**src/sv/svc_skid.sv**
```systemverilog
// Two-entry output buffer: a result register plus one holding slot, registered ready.
// Depends on nothing but its parameter.
module svc_skid #(
  parameter int DW = 8
) (
  input  logic          clk,
  input  logic          rst,
  input  logic          in_valid,
  output logic          in_ready,
  input  logic [DW-1:0] in_data,
  output logic          out_valid,
  input  logic          out_ready,
  output logic [DW-1:0] out_data
);

  logic          hold_valid;
  logic [DW-1:0] hold_data;
  logic          take_in;

  assign in_ready = !hold_valid;
  assign take_in  = in_valid && !hold_valid;

  always_ff @(posedge clk) begin
    if (rst) begin
      out_valid  <= 1'b0;
      hold_valid <= 1'b0;
    end else if (!out_valid || out_ready) begin
      out_valid  <= hold_valid || take_in;
      hold_valid <= 1'b0;
    end else if (take_in) begin
      hold_valid <= 1'b1;
    end
  end

  always_ff @(posedge clk) begin
    if (!out_valid || out_ready) begin
      out_data <= hold_valid ? hold_data : in_data;
    end else if (take_in) begin
      hold_data <= in_data;
    end
  end

endmodule

```
**config.mk**
```make
export PLATFORM = sky130hd
export DESIGN_NAME = svc_skid
export DESIGN_NICKNAME = d
export VERILOG_FILES = /design/src/sv/svc_skid.sv
export SDC_FILE = /design/constraint.sdc
export NUM_CORES = 1
export LEC_CHECK = 0
export ABC_AREA = 1
export BUFFER_PORTS_ARGS = -buffer_cell sky130_fd_sc_hd__buf_2
export CELL_PAD_IN_SITES_DETAIL_PLACEMENT = 1
export CELL_PAD_IN_SITES_GLOBAL_PLACEMENT = 2
export CORE_MARGIN = 2
export CORE_UTILIZATION = 29
export CTS_BUF_LIST = sky130_fd_sc_hd__clkbuf_8
export DETAILED_ROUTE_END_ITERATION = 10
export GPL_ROUTABILITY_DRIVEN = 0
export GPL_TIMING_DRIVEN = 0
export PLACE_DENSITY = 0.84
export REMOVE_ABC_BUFFERS = 1
export SYNTH_ARGS = -nofsm -noshare
export SYNTH_HDL_FRONTEND = slang
export SYNTH_SLANG_ARGS = --single-unit
```
**constraint.sdc**
```tcl
create_clock -name clk -period 1.4 [get_ports clk]
set_clock_uncertainty 0.1 [all_clocks]
set_input_delay 0.21 -clock clk [delete_from_list [all_inputs] [get_ports clk]]
set_output_delay 0.21 -clock clk [all_outputs]
set_load 0.01 [all_outputs]
```
* Word-level counts from Yosys, hierarchy flattened
Index checks and enable logic that the tools add are counted.
** Word-level totals
- Memories :: 0
- Register bits :: 18
- Output and inout port bits :: 10
- Word-level logic and storage cells :: 13
- Memory bits (writable) :: 0
- Latch bits :: 0
- Memory bits (read-only) :: 0
** Operators by class
- Shift-type cells :: 0
- Multipliers :: 0
- $lt $le $gt $ge :: 0
- Equal/unequal tests :: 0
- Div/mod/pow operators :: 0
- Reductions and logical operators :: 7
- Mux-type cells :: 1
- Bitwise operators :: 1
- Add/sub/neg operators :: 0
** Operators with widths (count)
- 8-bit two-way mux :: 1
- 1-bit logical NOT :: 2
- 1-bit logical OR :: 2
- 2-bit AND reduction :: 1
- 2-bit OR reduction :: 1
- 1-bit logical AND :: 1
- 1-bit inverter :: 1

* Depth between registers and ports, before layout
- Depth after elaboration :: 4
- Mapped depth :: 3
- Gate-level depth less buffers :: 3

* Worst setup path after synthesis
OpenSTA, ideal clock, no wires.
- Path kind :: flip-flop to flip-flop
- Start point :: register out_valid
- End point :: register hold_data[0], enable pin
- Data required time :: 0.930 ns
- Buffers on the path :: 0
- Path slack :: -0.093 ns
- Cell stages (with the launch flop) :: 3
- Clock period less this slack :: 1.493 ns
- Arrival time :: 1.022 ns
- Path through :: dfxtp_1 nand2_1 nor2_1
** Between the ends
- Longest elaborated chain between the ends :: 4
** Ends and longest elaborated chain
- start, declared :: line 11 : output logic out_valid,
- start signal, assigned :: line 28 : out_valid <= hold_valid || take_in;
- 1-bit logical NOT :: line 36 : if (!out_valid || out_ready) begin
- 1-bit logical OR :: line 36
- 1-bit inverter (no line)
- 2-bit AND reduction (no line)
- end signal, assigned :: line 39 : hold_data <= in_data;
- end, declared :: line 17 : logic [DW-1:0] hold_data;
No other way between the ends.
A chain may end at the register's enable or synchronous reset.

* Final worst setup path
- Start point :: register hold_valid
- End point :: output port in_ready
** Between the ends
- Longest elaborated chain between the ends :: 1
** Ends and longest elaborated chain
- start, declared :: line 16 : logic hold_valid;
- start signal, assigned :: line 26 : hold_valid <= 1'b0;
- start signal, assigned :: line 29 : hold_valid <= 1'b0;
- start signal, assigned :: line 31 : hold_valid <= 1'b1;
- 1-bit logical NOT :: line 20 : assign in_ready = !hold_valid;
- end, declared :: line 9 : output logic in_ready,
No other way between the ends.

==> summary.md <==
| Metric | Value |
|---|---|
| Status | `finished, final reports clean` |
| Synth top area cells | `edfxtp_1 72%, nand2_1 15%, dfxtp_1 6.0%, buf_6 1.7%, inv_1 1.1%` |
| Detail-routed via count per cell | `4.23` |
| TNS Setup | `0 ns` |
| Initial Utilization | `30.5%` |
| Number of antenna-violating nets in the routed design | `0` |
| Worst-Skew Late Latency | `0.25 ns` |
| Sequential share of power | `58.1%` |
| Synth cell types | `10` |
| Total GRT Usage | `11.1%` |
| Global Route met2 Usage | `19.2%` |
| # clock sinks | `18` |
| Remaining global-route overflow | `0` |
| Vias | `461` |
| Initial drt markers | `1` |
| CTS Root Cell | `clkbuf_8` |
| Vias in the first global route | `482` |
| Worst-path clk slew | `0.07 ns` |
| Area grow syn2layout | `31.5%` |
| Hold Path Class | `in -> reg` |
| H-tree depth | `1` |
| Setup ws final | `0.108 ns` |
| RR Endpoint | `hold_data[0]` |
| Routed WL | `1310 um` |
| NumNets Final | `94` |
| VDD IR-drop max | `0.440 mV` |
| CP required | `1.09 ns` |
| Avg WL per Cell | `12.0 um` |
| Hold Buf Count CTS | `0` |
| Layout cells sized above 1 | `39.5%` |
| Max Transition Viols Final | `0` |
| Internal power | `852 uW` |
| Crit-path slowest cell | `dfxtp_2` |
| Remaining DRCs | `0` |
| Reg area | `522 um^2` |
| CP startpoint kind | `flip-flop` |
| Synthesized cell area | `668 um^2` |
| Global-route wire length before repair | `2120 um` |
| Pre-CTS WS | `-0.382 ns` |
| Endpoints failing setup | `0` |
| RSZ-0062 raised after global routing | `no` |
| Die width | `52 um` |
| Die Height | `52 um` |
| Logic pwr share | `8.5%` |
| Period utilization | `92.3%` |
| # IOs | `22` |
| Clock group share of total power | `33.4%` |
| R2r setup slk | `0.11 ns` |
| Tightest Pin Transition | `0.262 ns` |
| Crit path max fanout | `11` |
| Antenna diodes | `0` |
| Post-Syn Instances | `54` |
| Fin crit period | `1.29 ns` |
| Delay of the slowest cell on the worst path | `0.48 ns` |
| Worst Path Arrival | `0.98 ns` |
| Yosys warns | `0` |
| Syn_area_per_cell | `12.4 um^2` |
| Worst-case hold path end point | `hold_data[7]` |
| Final core occ | `40.1%` |
| Critical Path, Cell by Cell | `inv_4 > buf_2` |
| Leakage | `0.394 nW` |
| IO buf count | `21` |
| Origin of the critical flop-to-flop path | `hold_valid` |
| Hold depth | `1` |
| Area of the core | `0.00219 mm^2` |
| Drt first pass iters | `2` |
| Switch Pwr | `229 uW` |
| Fmax achieved | `0.774 GHz` |
| Area of the multi-input gates | `135 um^2` |
| Initial antenna violation count | `0` |
| Relative slew slack | `82.4%` |
| WS Path Type | `reg -> out` |
| Max-Cap Viols | `0` |
| Final Hold Viols | `0` |
| Worst Reg-to-Reg Cells | `4` |
| Row count | `17` |
| CTS tree | `yes` |
| Fillers | `262` |
| Sw Ratio | `21.2%` |
| Grt met1 use | `12.5%` |
| Total Die Area | `0.00270 mm^2` |
| Pwr dens | `1230 mW/mm^2` |
| HP Start | `in_data[7]` |
| Most Used Layer, Global Route | `met2` |
| Largest net degree at the start of global routing | `12` |
| CTS Buf Count | `3` |
| Register bit total from synthesis | `18` |
| Crit path capture type | `output pin` |
| Area fraction of the dominant cell type after synthesis | `71.9%` |
| Synth area leader | `edfxtp_1` |
| DPL Wire Length | `926 um` |
| Sequential element share of the synthesized area | `77.9%` |
| Met3 GRT Util | `2.01%` |
| Clock Path Buffers | `2` |
## kinds of logic (layout without fill, tap and decap cells)
kind of cell | after synthesis | count (layout) | synth area share (%)
AO/OA/AOI/OAI | 1 | 1 | 0.748
buffers and inverters | 4 | 31 | 3.37
flip-flops | 18 | 18 | 77.9
AND/OR/NAND/NOR | 31 | 31 | 18.0
## registers in the layout (all words and copies together), names as in the netlist
signal	count
hold_data	8
out_data	8
out_valid	1
hold_valid	1
## synthesized netlist by cell type
master     n
nand2_1   27
edfxtp_1  16
dfxtp_1    2
inv_1      2
nor2_1     2
buf_6      1
inv_2      1
nand3_1    1
nor2_2     1
o21ai_1    1
## metrics by stage
| step | total power, mW | hold WS [ns] | std cells | area (um^2) |
|---|---|---|---|---|
| after global placement | 0.722 | 0.304 | 102 | 797 |
| after floorplan | 0.677 | 0.209 | 53 | 657 |
| after CTS | 1.09 | 0.0464 | 109 | 873 |
| final | 1.08 | 0.0496 | 109 | 878 |
| after detailed placement | 0.726 | 0.305 | 102 | 797 |
| after global routing | 1.13 | 0.0433 | 109 | 878 |
## power groups by stage
| stage | Combinational [mW] | Sequential [mW] | Clock [mW] |
|---|---|---|---|
| 2_1_floorplan | 0.0255 | 0.652 | 0 |
| 3_3_place_gp | 0.0834 | 0.638 | 0 |
| 3_5_place_dp | 0.0859 | 0.640 | 0 |
| 4_1_cts | 0.0930 | 0.628 | 0.368 |
| 5_1_grt | 0.104 | 0.631 | 0.397 |
| 6_report | 0.0920 | 0.628 | 0.361 |
## metal layers
layer / wire length (um) / vias to the layer above
met2: 701 / 12
met5: 0 / -
met4: 17 / 0
li1: - / 230
met1: 543 / 217
met3: 51 / 2
## critical path, delay by kind of cell (launching register included)
kind / cells / cell delay (ns)
buffers and inverters: 2 / 0.25
DFF: 1 / 0.48
## timing repair
action / 4_1_cts / 5_1_grt
gates cloned: 0 / 0
pin swaps: 1 / 0
gates resized for setup: 3 / 2
endpoints found under the setup margin: 9 / 9
endpoints found under the hold margin: 0 / 0
buffers inserted: 3 / 0
## cell usage in the layout (no fill, tap or decap), types with 2 or more instances in the layout
| master | synthesis | layout |
|---|---|---|
| inv_1 | 2 | 2 |
| buf_4 | 0 | 3 |
| buf_2 | 0 | 21 |
| clkbuf_8 | 0 | 3 |
| edfxtp_1 | 16 | 16 |
| nand2_1 | 27 | 26 |
## final cells by class
type | count | area share [%]
Sequential cell | 18 | 59.4
Multi-Input combinational cell | 32 | 15.4
Inverter | 3 | 1.57
Clock buffer | 3 | 4.70
Timing Repair Buffer | 24 | 14.5
Tap cell | 28 | 3.99
Clock inverter | 1 | 0.427
## worst max-delay path by stage
stage / to / startpoint / cells past startpoint / slack (ns)
4_1_cts: hold_data[2] / out_valid / 3 / 0.03
3_3_place_gp: hold_data[2] / out_ready / 4 / -0.36
3_5_place_dp: hold_data[0] / out_ready / 4 / -0.38
5_1_grt: in_ready / hold_valid / 2 / 0.03
2_1_floorplan: hold_data[0] / out_valid / 2 / -0.09
6_report: in_ready / hold_valid / 2 / 0.11
Note: power is estimated with default switching activity, not from simulation.
