--- config.mk ---
export PLATFORM = sky130hd
export DESIGN_NAME = svc_square
export DESIGN_NICKNAME = d
export VERILOG_FILES = /design/src/sv/svc_square.sv
export SDC_FILE = /design/constraint.sdc
export NUM_CORES = 2
export LEC_CHECK = 0
export BUFFER_PORTS_ARGS = -buffer_cell sky130_fd_sc_hd__buf_2
export CAP_MARGIN = 15
export CORE_ASPECT_RATIO = 0.5
export CORE_MARGIN = 2
export CORE_UTILIZATION = 24
export DETAILED_ROUTE_END_ITERATION = 8
export GPL_TIMING_DRIVEN = 0
export PLACE_DENSITY = 0.5
export SKIP_CTS_REPAIR_TIMING = 1
export SYNTH_ARGS = -nofsm -noshare
export SYNTH_HDL_FRONTEND = slang
export SYNTH_SLANG_ARGS = --single-unit
--- constraint.sdc ---
create_clock -name clk -period 6.2 [get_ports clk]
set_input_delay 0.93 -clock clk [delete_from_list [all_inputs] [get_ports clk]]
set_output_delay 0.93 -clock clk [all_outputs]
set_load 0.02 [all_outputs]
--- src/sv/svc_square.sv ---
// Offset and squared distance pipeline: four stages from positions to dx, dy and dx^2+dy^2.
// Depends on nothing but its parameters.
module svc_square #(
  parameter int COORD_BITS = 32,
  parameter int SB         = 1
) (
  input  logic                        clk,
  input  logic                        rst,
  input  logic                        ce,
  input  logic                        in_valid,
  input  logic [COORD_BITS-1:0]       viewer_x,
  input  logic [COORD_BITS-1:0]       viewer_y,
  input  logic [COORD_BITS-1:0]       target_x,
  input  logic [COORD_BITS-1:0]       target_y,
  input  logic [SB-1:0]               in_side,
  output logic                        out_valid,
  output logic signed [COORD_BITS:0]  dx,
  output logic signed [COORD_BITS:0]  dy,
  output logic [2*COORD_BITS+1:0]     d2,
  output logic [SB-1:0]               out_side
);

  localparam int AW  = COORD_BITS + 1;
  localparam int H   = (AW + 1) / 2;
  localparam int HW  = AW - H;
  localparam int D2W = 2 * COORD_BITS + 2;

  logic v1, v2, v3;
  logic signed [AW-1:0] dx1, dy1, dx2, dy2, dx3, dy3;
  logic [AW-1:0] ax2, ay2;
  logic [2*HW-1:0] xhh, yhh;
  logic [HW+H-1:0] xhl, yhl;
  logic [2*H-1:0]  xll, yll;
  logic [SB-1:0] side1, side2, side3;

  always_ff @(posedge clk) begin
    if (rst) begin
      v1 <= 1'b0;
      v2 <= 1'b0;
      v3 <= 1'b0;
      out_valid <= 1'b0;
    end else if (ce) begin
      v1 <= in_valid;
      v2 <= v1;
      v3 <= v2;
      out_valid <= v3;
    end
  end

  always_ff @(posedge clk) begin
    if (ce) begin
      dx1 <= $signed({target_x[COORD_BITS-1], target_x}) - $signed({viewer_x[COORD_BITS-1], viewer_x});
      dy1 <= $signed({target_y[COORD_BITS-1], target_y}) - $signed({viewer_y[COORD_BITS-1], viewer_y});
      side1 <= in_side;

      ax2 <= dx1[AW-1] ? AW'(-dx1) : AW'(dx1);
      ay2 <= dy1[AW-1] ? AW'(-dy1) : AW'(dy1);
      dx2 <= dx1;
      dy2 <= dy1;
      side2 <= side1;

      // Each square is split into high and low halves to keep the multipliers narrow.
      xhh <= ax2[AW-1:H] * ax2[AW-1:H];
      xhl <= ax2[AW-1:H] * ax2[H-1:0];
      xll <= ax2[H-1:0] * ax2[H-1:0];
      yhh <= ay2[AW-1:H] * ay2[AW-1:H];
      yhl <= ay2[AW-1:H] * ay2[H-1:0];
      yll <= ay2[H-1:0] * ay2[H-1:0];
      dx3 <= dx2;
      dy3 <= dy2;
      side3 <= side2;

      d2 <= (D2W'(xhh) << (2 * H)) + (D2W'(xhl) << (H + 1)) + D2W'(xll)
          + (D2W'(yhh) << (2 * H)) + (D2W'(yhl) << (H + 1)) + D2W'(yll);
      dx <= dx3;
      dy <= dy3;
      out_side <= side3;
    end
  end

endmodule

; ---- Yosys cells after proc, flatten, opt, wreduce, memory -nomap -nowiden
; Cells that the tools add are included.
[totals]
reg_bits = 602
inputBits = 133
elab_cells = 44
[classes]
n_addsub = 9
multipliers = 6
mux = 2
[op_table]
columns = op, count
row1 = $add A66 B34 Y66, 2
row2 = $add A66 B51 Y66, 2
row3 = $mul A17 B17 Y34, 2
row4 = $add A66 B66 Y66, 1
row5 = $mul A16 B17 Y33, 2
row6 = $neg A33 Y33, 2
row7 = $sub A32 B32 Y33, 2
row8 = $mul A16 B16 Y32, 2
row9 = $mux W32, 2

; ---- Longest topological paths before layout
[logic_depth]
depth_word = 5
depth_mapped = 26
mapped_depth_nobuf = 24

; ---- Worst setup path before layout
; OpenSTA, ideal clock, no wires.
[synth_timing]
path_kind = reg-to-reg
from = reg ay2[10]
to = reg yhl[32], data pin
setup_ns = 0.260
arrival_ns = 6.443
path_slack_ns = -0.502
stages_incl_launch_ff = 23
synth_period_minus_slack_ns = 6.702
cell_sequence = edfxtp_1 clkbuf_1 clkbuf_1 nand2_1 fa_1 inv_1 fa_1 fa_1 fa_1 fa_1 inv_1 fa_1 inv_1 ha_1 and3_1 and2_1 a32o_1 o31a_1 o31ai_1 a31oi_1 or3b_2 a31oi_1 xnor2_1
[synth_between]
elab_chain_cells = 1
[synth_rtl]
columns = element, line
row1 = start: declaration, 30  ; logic [AW-1:0] ax2, ay2;
row2 = start signal: assignment, 57  ; ay2 <= dy1[AW-1] ? AW'(-dy1) : AW'(dy1);
row3 = $mul A16 B17 Y33, 67  ; yhl <= ay2[AW-1:H] * ay2[H-1:0];
row4 = end signal: assignment, 67
row5 = end: declaration, 32  ; logic [HW+H-1:0] xhl, yhl;
; No other way between the ends.
; A chain may end at the register's enable or synchronous reset.

; ---- Worst setup path in the final report
[layout_timing]
from = reg ay2[7]
to = reg yhl[32], data pin
; The elaborated chain is that of the path after synthesis.

==> impl_metrics.toml <==
[sta]
max-slew-margin-rel = 0.328
period_needed_ps = 6900
period_share = 1.11
hold_violations = 0
max_freq_ghz = 0.145
setup_slack_ps = -697
worst_slew_pin_slew_ps = 995
rsz0062_at_grt = "yes"
slew_violations = 0
skew_ps = 54.3
whs_ps = 408
setup_viol = 37

[logic_synthesis]
synth-async-reset-ratio = 0
synth_edf_count = 590
netlist.top_cell.by_area = "fa_1"
yosys_warnings = 0
synth.distinct_cells = 72
synth-seq-cells = 594
seq_area_frac_synth = 0.233
synthFlopType = "edfxtp_1"
synth_top_area_frac = 0.312
ys_top_cells_by_area = "fa_1 31%, edfxtp_1 23%, ha_1 13%, inv_1 7.6%, nand2_1 3.7%"
mappedNetlistArea_um2 = 76500
netlist_instances = 7480
syn_avg_cell_area_um2 = 10.2

[final_layout]
fin_nets = 10200
drive_gt1_frac = 0.149
area_delta_synth_final_pct = 19.3
ff_latch_area_um2 = 17800
final.fill_count = 33100
final_util = 0.288
multi_input_area_um2 = 53900

[worst_setup_path]
cp-end-kind = "register"
reg2reg_slack_ps = -700
slowest_stage = "fa_1"
cp_max_fo = 10
reg2reg_depth = 22
cpPeakStageDelay_ps = 620
path_class = "reg -> reg"
timing.rr.start = "ay2[7]$_DFFE_PP_"
crit_arrival_ps = 7320
reg2reg_to = "yhl[32]$_DFFE_PP_"
critPathLaunchType = "register"
path_cells = "buf_8 > clkbuf_8 > nand2_1 > fa_1 > inv_1 > fa_1 > fa_1 > fa_2 > fa_1 > inv_1 > fa_1 > inv_1 > ha_4 > and3_4 > and2_4 > a32o_2 > o31a_1 > o31ai_4 > a31oi_4 > or3b_4 > a31oi_4 > xnor2_4"
crit_top_cell = "fa_1"
worstPathRequired_ps = 6620

[cts]
cts_max_level = 3
clk_pin_slew_ps = 60
clock-root-buffer = "clkbuf_16"
cts_tree = "built"
clkLatencyLatePin_ps = 720
cts_made_buffers = 72
clock_sinks = 594
cts_buffer_depth = 3

[hold_path]
hold_path_end = "dx3[6]$_DFFE_PP_"
hold_class = "reg -> reg"
hold_depth = 0
hold_start = "dx2[6]$_DFFE_PP_"

[outcome]
violations = "negative setup slack"
status = "finished, violations left"

[die]
die_y_um = 403
coreArea_um2 = 317000
initial_core_util = 0.241
die_w_um = 803
rows = 146
die_area_um2 = 324000
ios = 267

[routing]
num_vias = 54100
drc = 0
wire_per_inst_um = 18.3
ant_nets = 0
first_iter_violations = 4023
dr.pass1.iters = 5
routed_wl_um = 227000
vias_per_cell = 4.37

[grt]
grt_pass1_wl_um = 339000
overflow = 0
grt_pass1_vias = 55100
grt_max_degree = 128
gr-usage-all-layers = 0.138
antenna_found_initial = 26

[placement]
port_buffers = 266
gp_congestion = 0.923
hpwl_um = 185000

[run]
drv_cap = 0
==> per-layer routing <==
layer | wire length, um | vias to the layer above | global-route usage
met5 | 65 | - | 0
met2 | 102000 | 1474 | 0.220
met3 | 17800 | 282 | 0.0247
li1 | - | 25000 | -
met4 | 8340 | 10 | 0.0444
met1 | 98100 | 27300 | 0.189
==> critical path, delay by kind of cell, from the launching register on <==
family | cells | cell delay (ps)
xor gates and xnor gates | 1 | 120
adders and majority gates | 7 | 3260
and+or+nand+nor | 4 | 810
AOI/OAI and AO/OA | 5 | 1330
DFF | 1 | 480
buffers and inverters | 5 | 580
==> final cells by class <==
cell class                 instances  area share
timing repair buffer             535      0.0415
inverter                        1547      0.0642
sequential                       594       0.195
clock buffer                      83      0.0202
buffer                           251      0.0245
antenna                           13    0.000356
multi-input combinational       5081       0.590
clock inverter                    49     0.00661
tap                             4218      0.0578
==> kinds of logic (layout without fill, tap and decap cells) <==
kind of cell / Yosys count / after routing / synth area share
flip-flops: 594 / 594 / 0.233
other: 2 / 17 / 0.0000981
XOR/XNOR: 378 / 378 / 0.0433
buffers and inverters: 1807 / 2465 / 0.0886
AND/OR/NAND/NOR: 1762 / 1762 / 0.111
AO/OA/AOI/OAI: 917 / 917 / 0.0772
adder cells (fa/ha/maj): 2009 / 2009 / 0.445
multiplexers: 11 / 11 / 0.00150
==> synthesized netlist by cell type, types with 6 or more instances <==
cell type,count
edfxtp_1,590
xor2_1,103
or3_1,17
nand2b_1,40
mux2i_1,7
a21o_1,192
a31o_2,8
a211oi_1,32
nor2_1,232
or4_1,8
inv_1,1544
o211ai_1,15
o31a_1,8
a21oi_1,267
o21bai_1,48
nand3_1,77
clkbuf_1,259
ha_1,816
nand3b_1,6
nor2b_1,42
nand4_1,42
a31oi_1,31
o41ai_1,10
fa_1,1193
o21ai_0,163
and2_1,432
o21a_1,33
a21boi_0,8
o31ai_1,31
a211o_1,12
a2111oi_0,10
nand2_1,745
nor3_1,41
xnor2_1,275
and3_1,26
nor4_1,7
and4_1,8
or2_2,21
o2111ai_1,6
==> flip-flops by register name, summed over array words and instances, names as in the netlist, 33 cells and up <==
| name | cells |
|---|---|
| dx2 | 33 |
| dx1 | 33 |
| dy1 | 33 |
| yhl | 33 |
| d2 | 66 |
| dy | 33 |
| xhl | 33 |
| dx3 | 33 |
| dy2 | 33 |
| dy3 | 33 |
| dx | 33 |
==> worst max path at each step <==
stage	endpoint	slack (ps)	startpoint
6_report	yhl[32]$_DFFE_PP_	-700	ay2[7]$_DFFE_PP_
5_1_grt	yhl[32]$_DFFE_PP_	-800	ay2[7]$_DFFE_PP_
4_1_cts	yll[31]$_DFFE_PP_	-2070	ay2[3]$_DFFE_PP_
3_5_place_dp	yll[31]$_DFFE_PP_	-2030	ay2[3]$_DFFE_PP_
3_3_place_gp	d2[40]$_DFFE_PP_	-5430	ce
2_1_floorplan	yhl[32]$_DFFE_PP_	-40	ay2[2]$_DFFE_PP_
==> cells in the final DEF (no fill, tap or decap), types with 42 or more instances in the layout <==
cell type  Yosys  final
a21o_1       192    191
a21oi_1      267    231
and2_1       432    407
buf_12         0     44
buf_2          0    276
buf_4          0    255
buf_6          0     68
clkbuf_1     259     73
clkbuf_16      0     74
edfxtp_1     590    590
fa_1        1193   1163
ha_1         816    766
ha_4           0     42
inv_1       1544   1497
nand2_1      745    718
nand3_1       77     70
nand4_1       42     42
nor2_1       232    219
o21ai_0      163    133
o21bai_1      48     46
xnor2_1      275    259
xor2_1       103     99
==> per-stage QoR <==
| step | setup TNS [ps] | cells | setup slack (ps) | cell area, um^2 |
|---|---|---|---|---|
| after global routing | -16620 | 12400 | -803 | 91300 |
| after detailed placement | -142210 | 12000 | -2030 | 83600 |
| final | -6850 | 12400 | -697 | 91300 |
| after global placement | -3261920 | 12000 | -5430 | 83400 |
| after CTS | -144720 | 12100 | -2070 | 86000 |
| after floorplan | -38.2 | 7482 | -38.2 | 76800 |
Power is not shown: default switching activity piles up to over one toggle a cycle in this logic, so the estimate is an artifact.
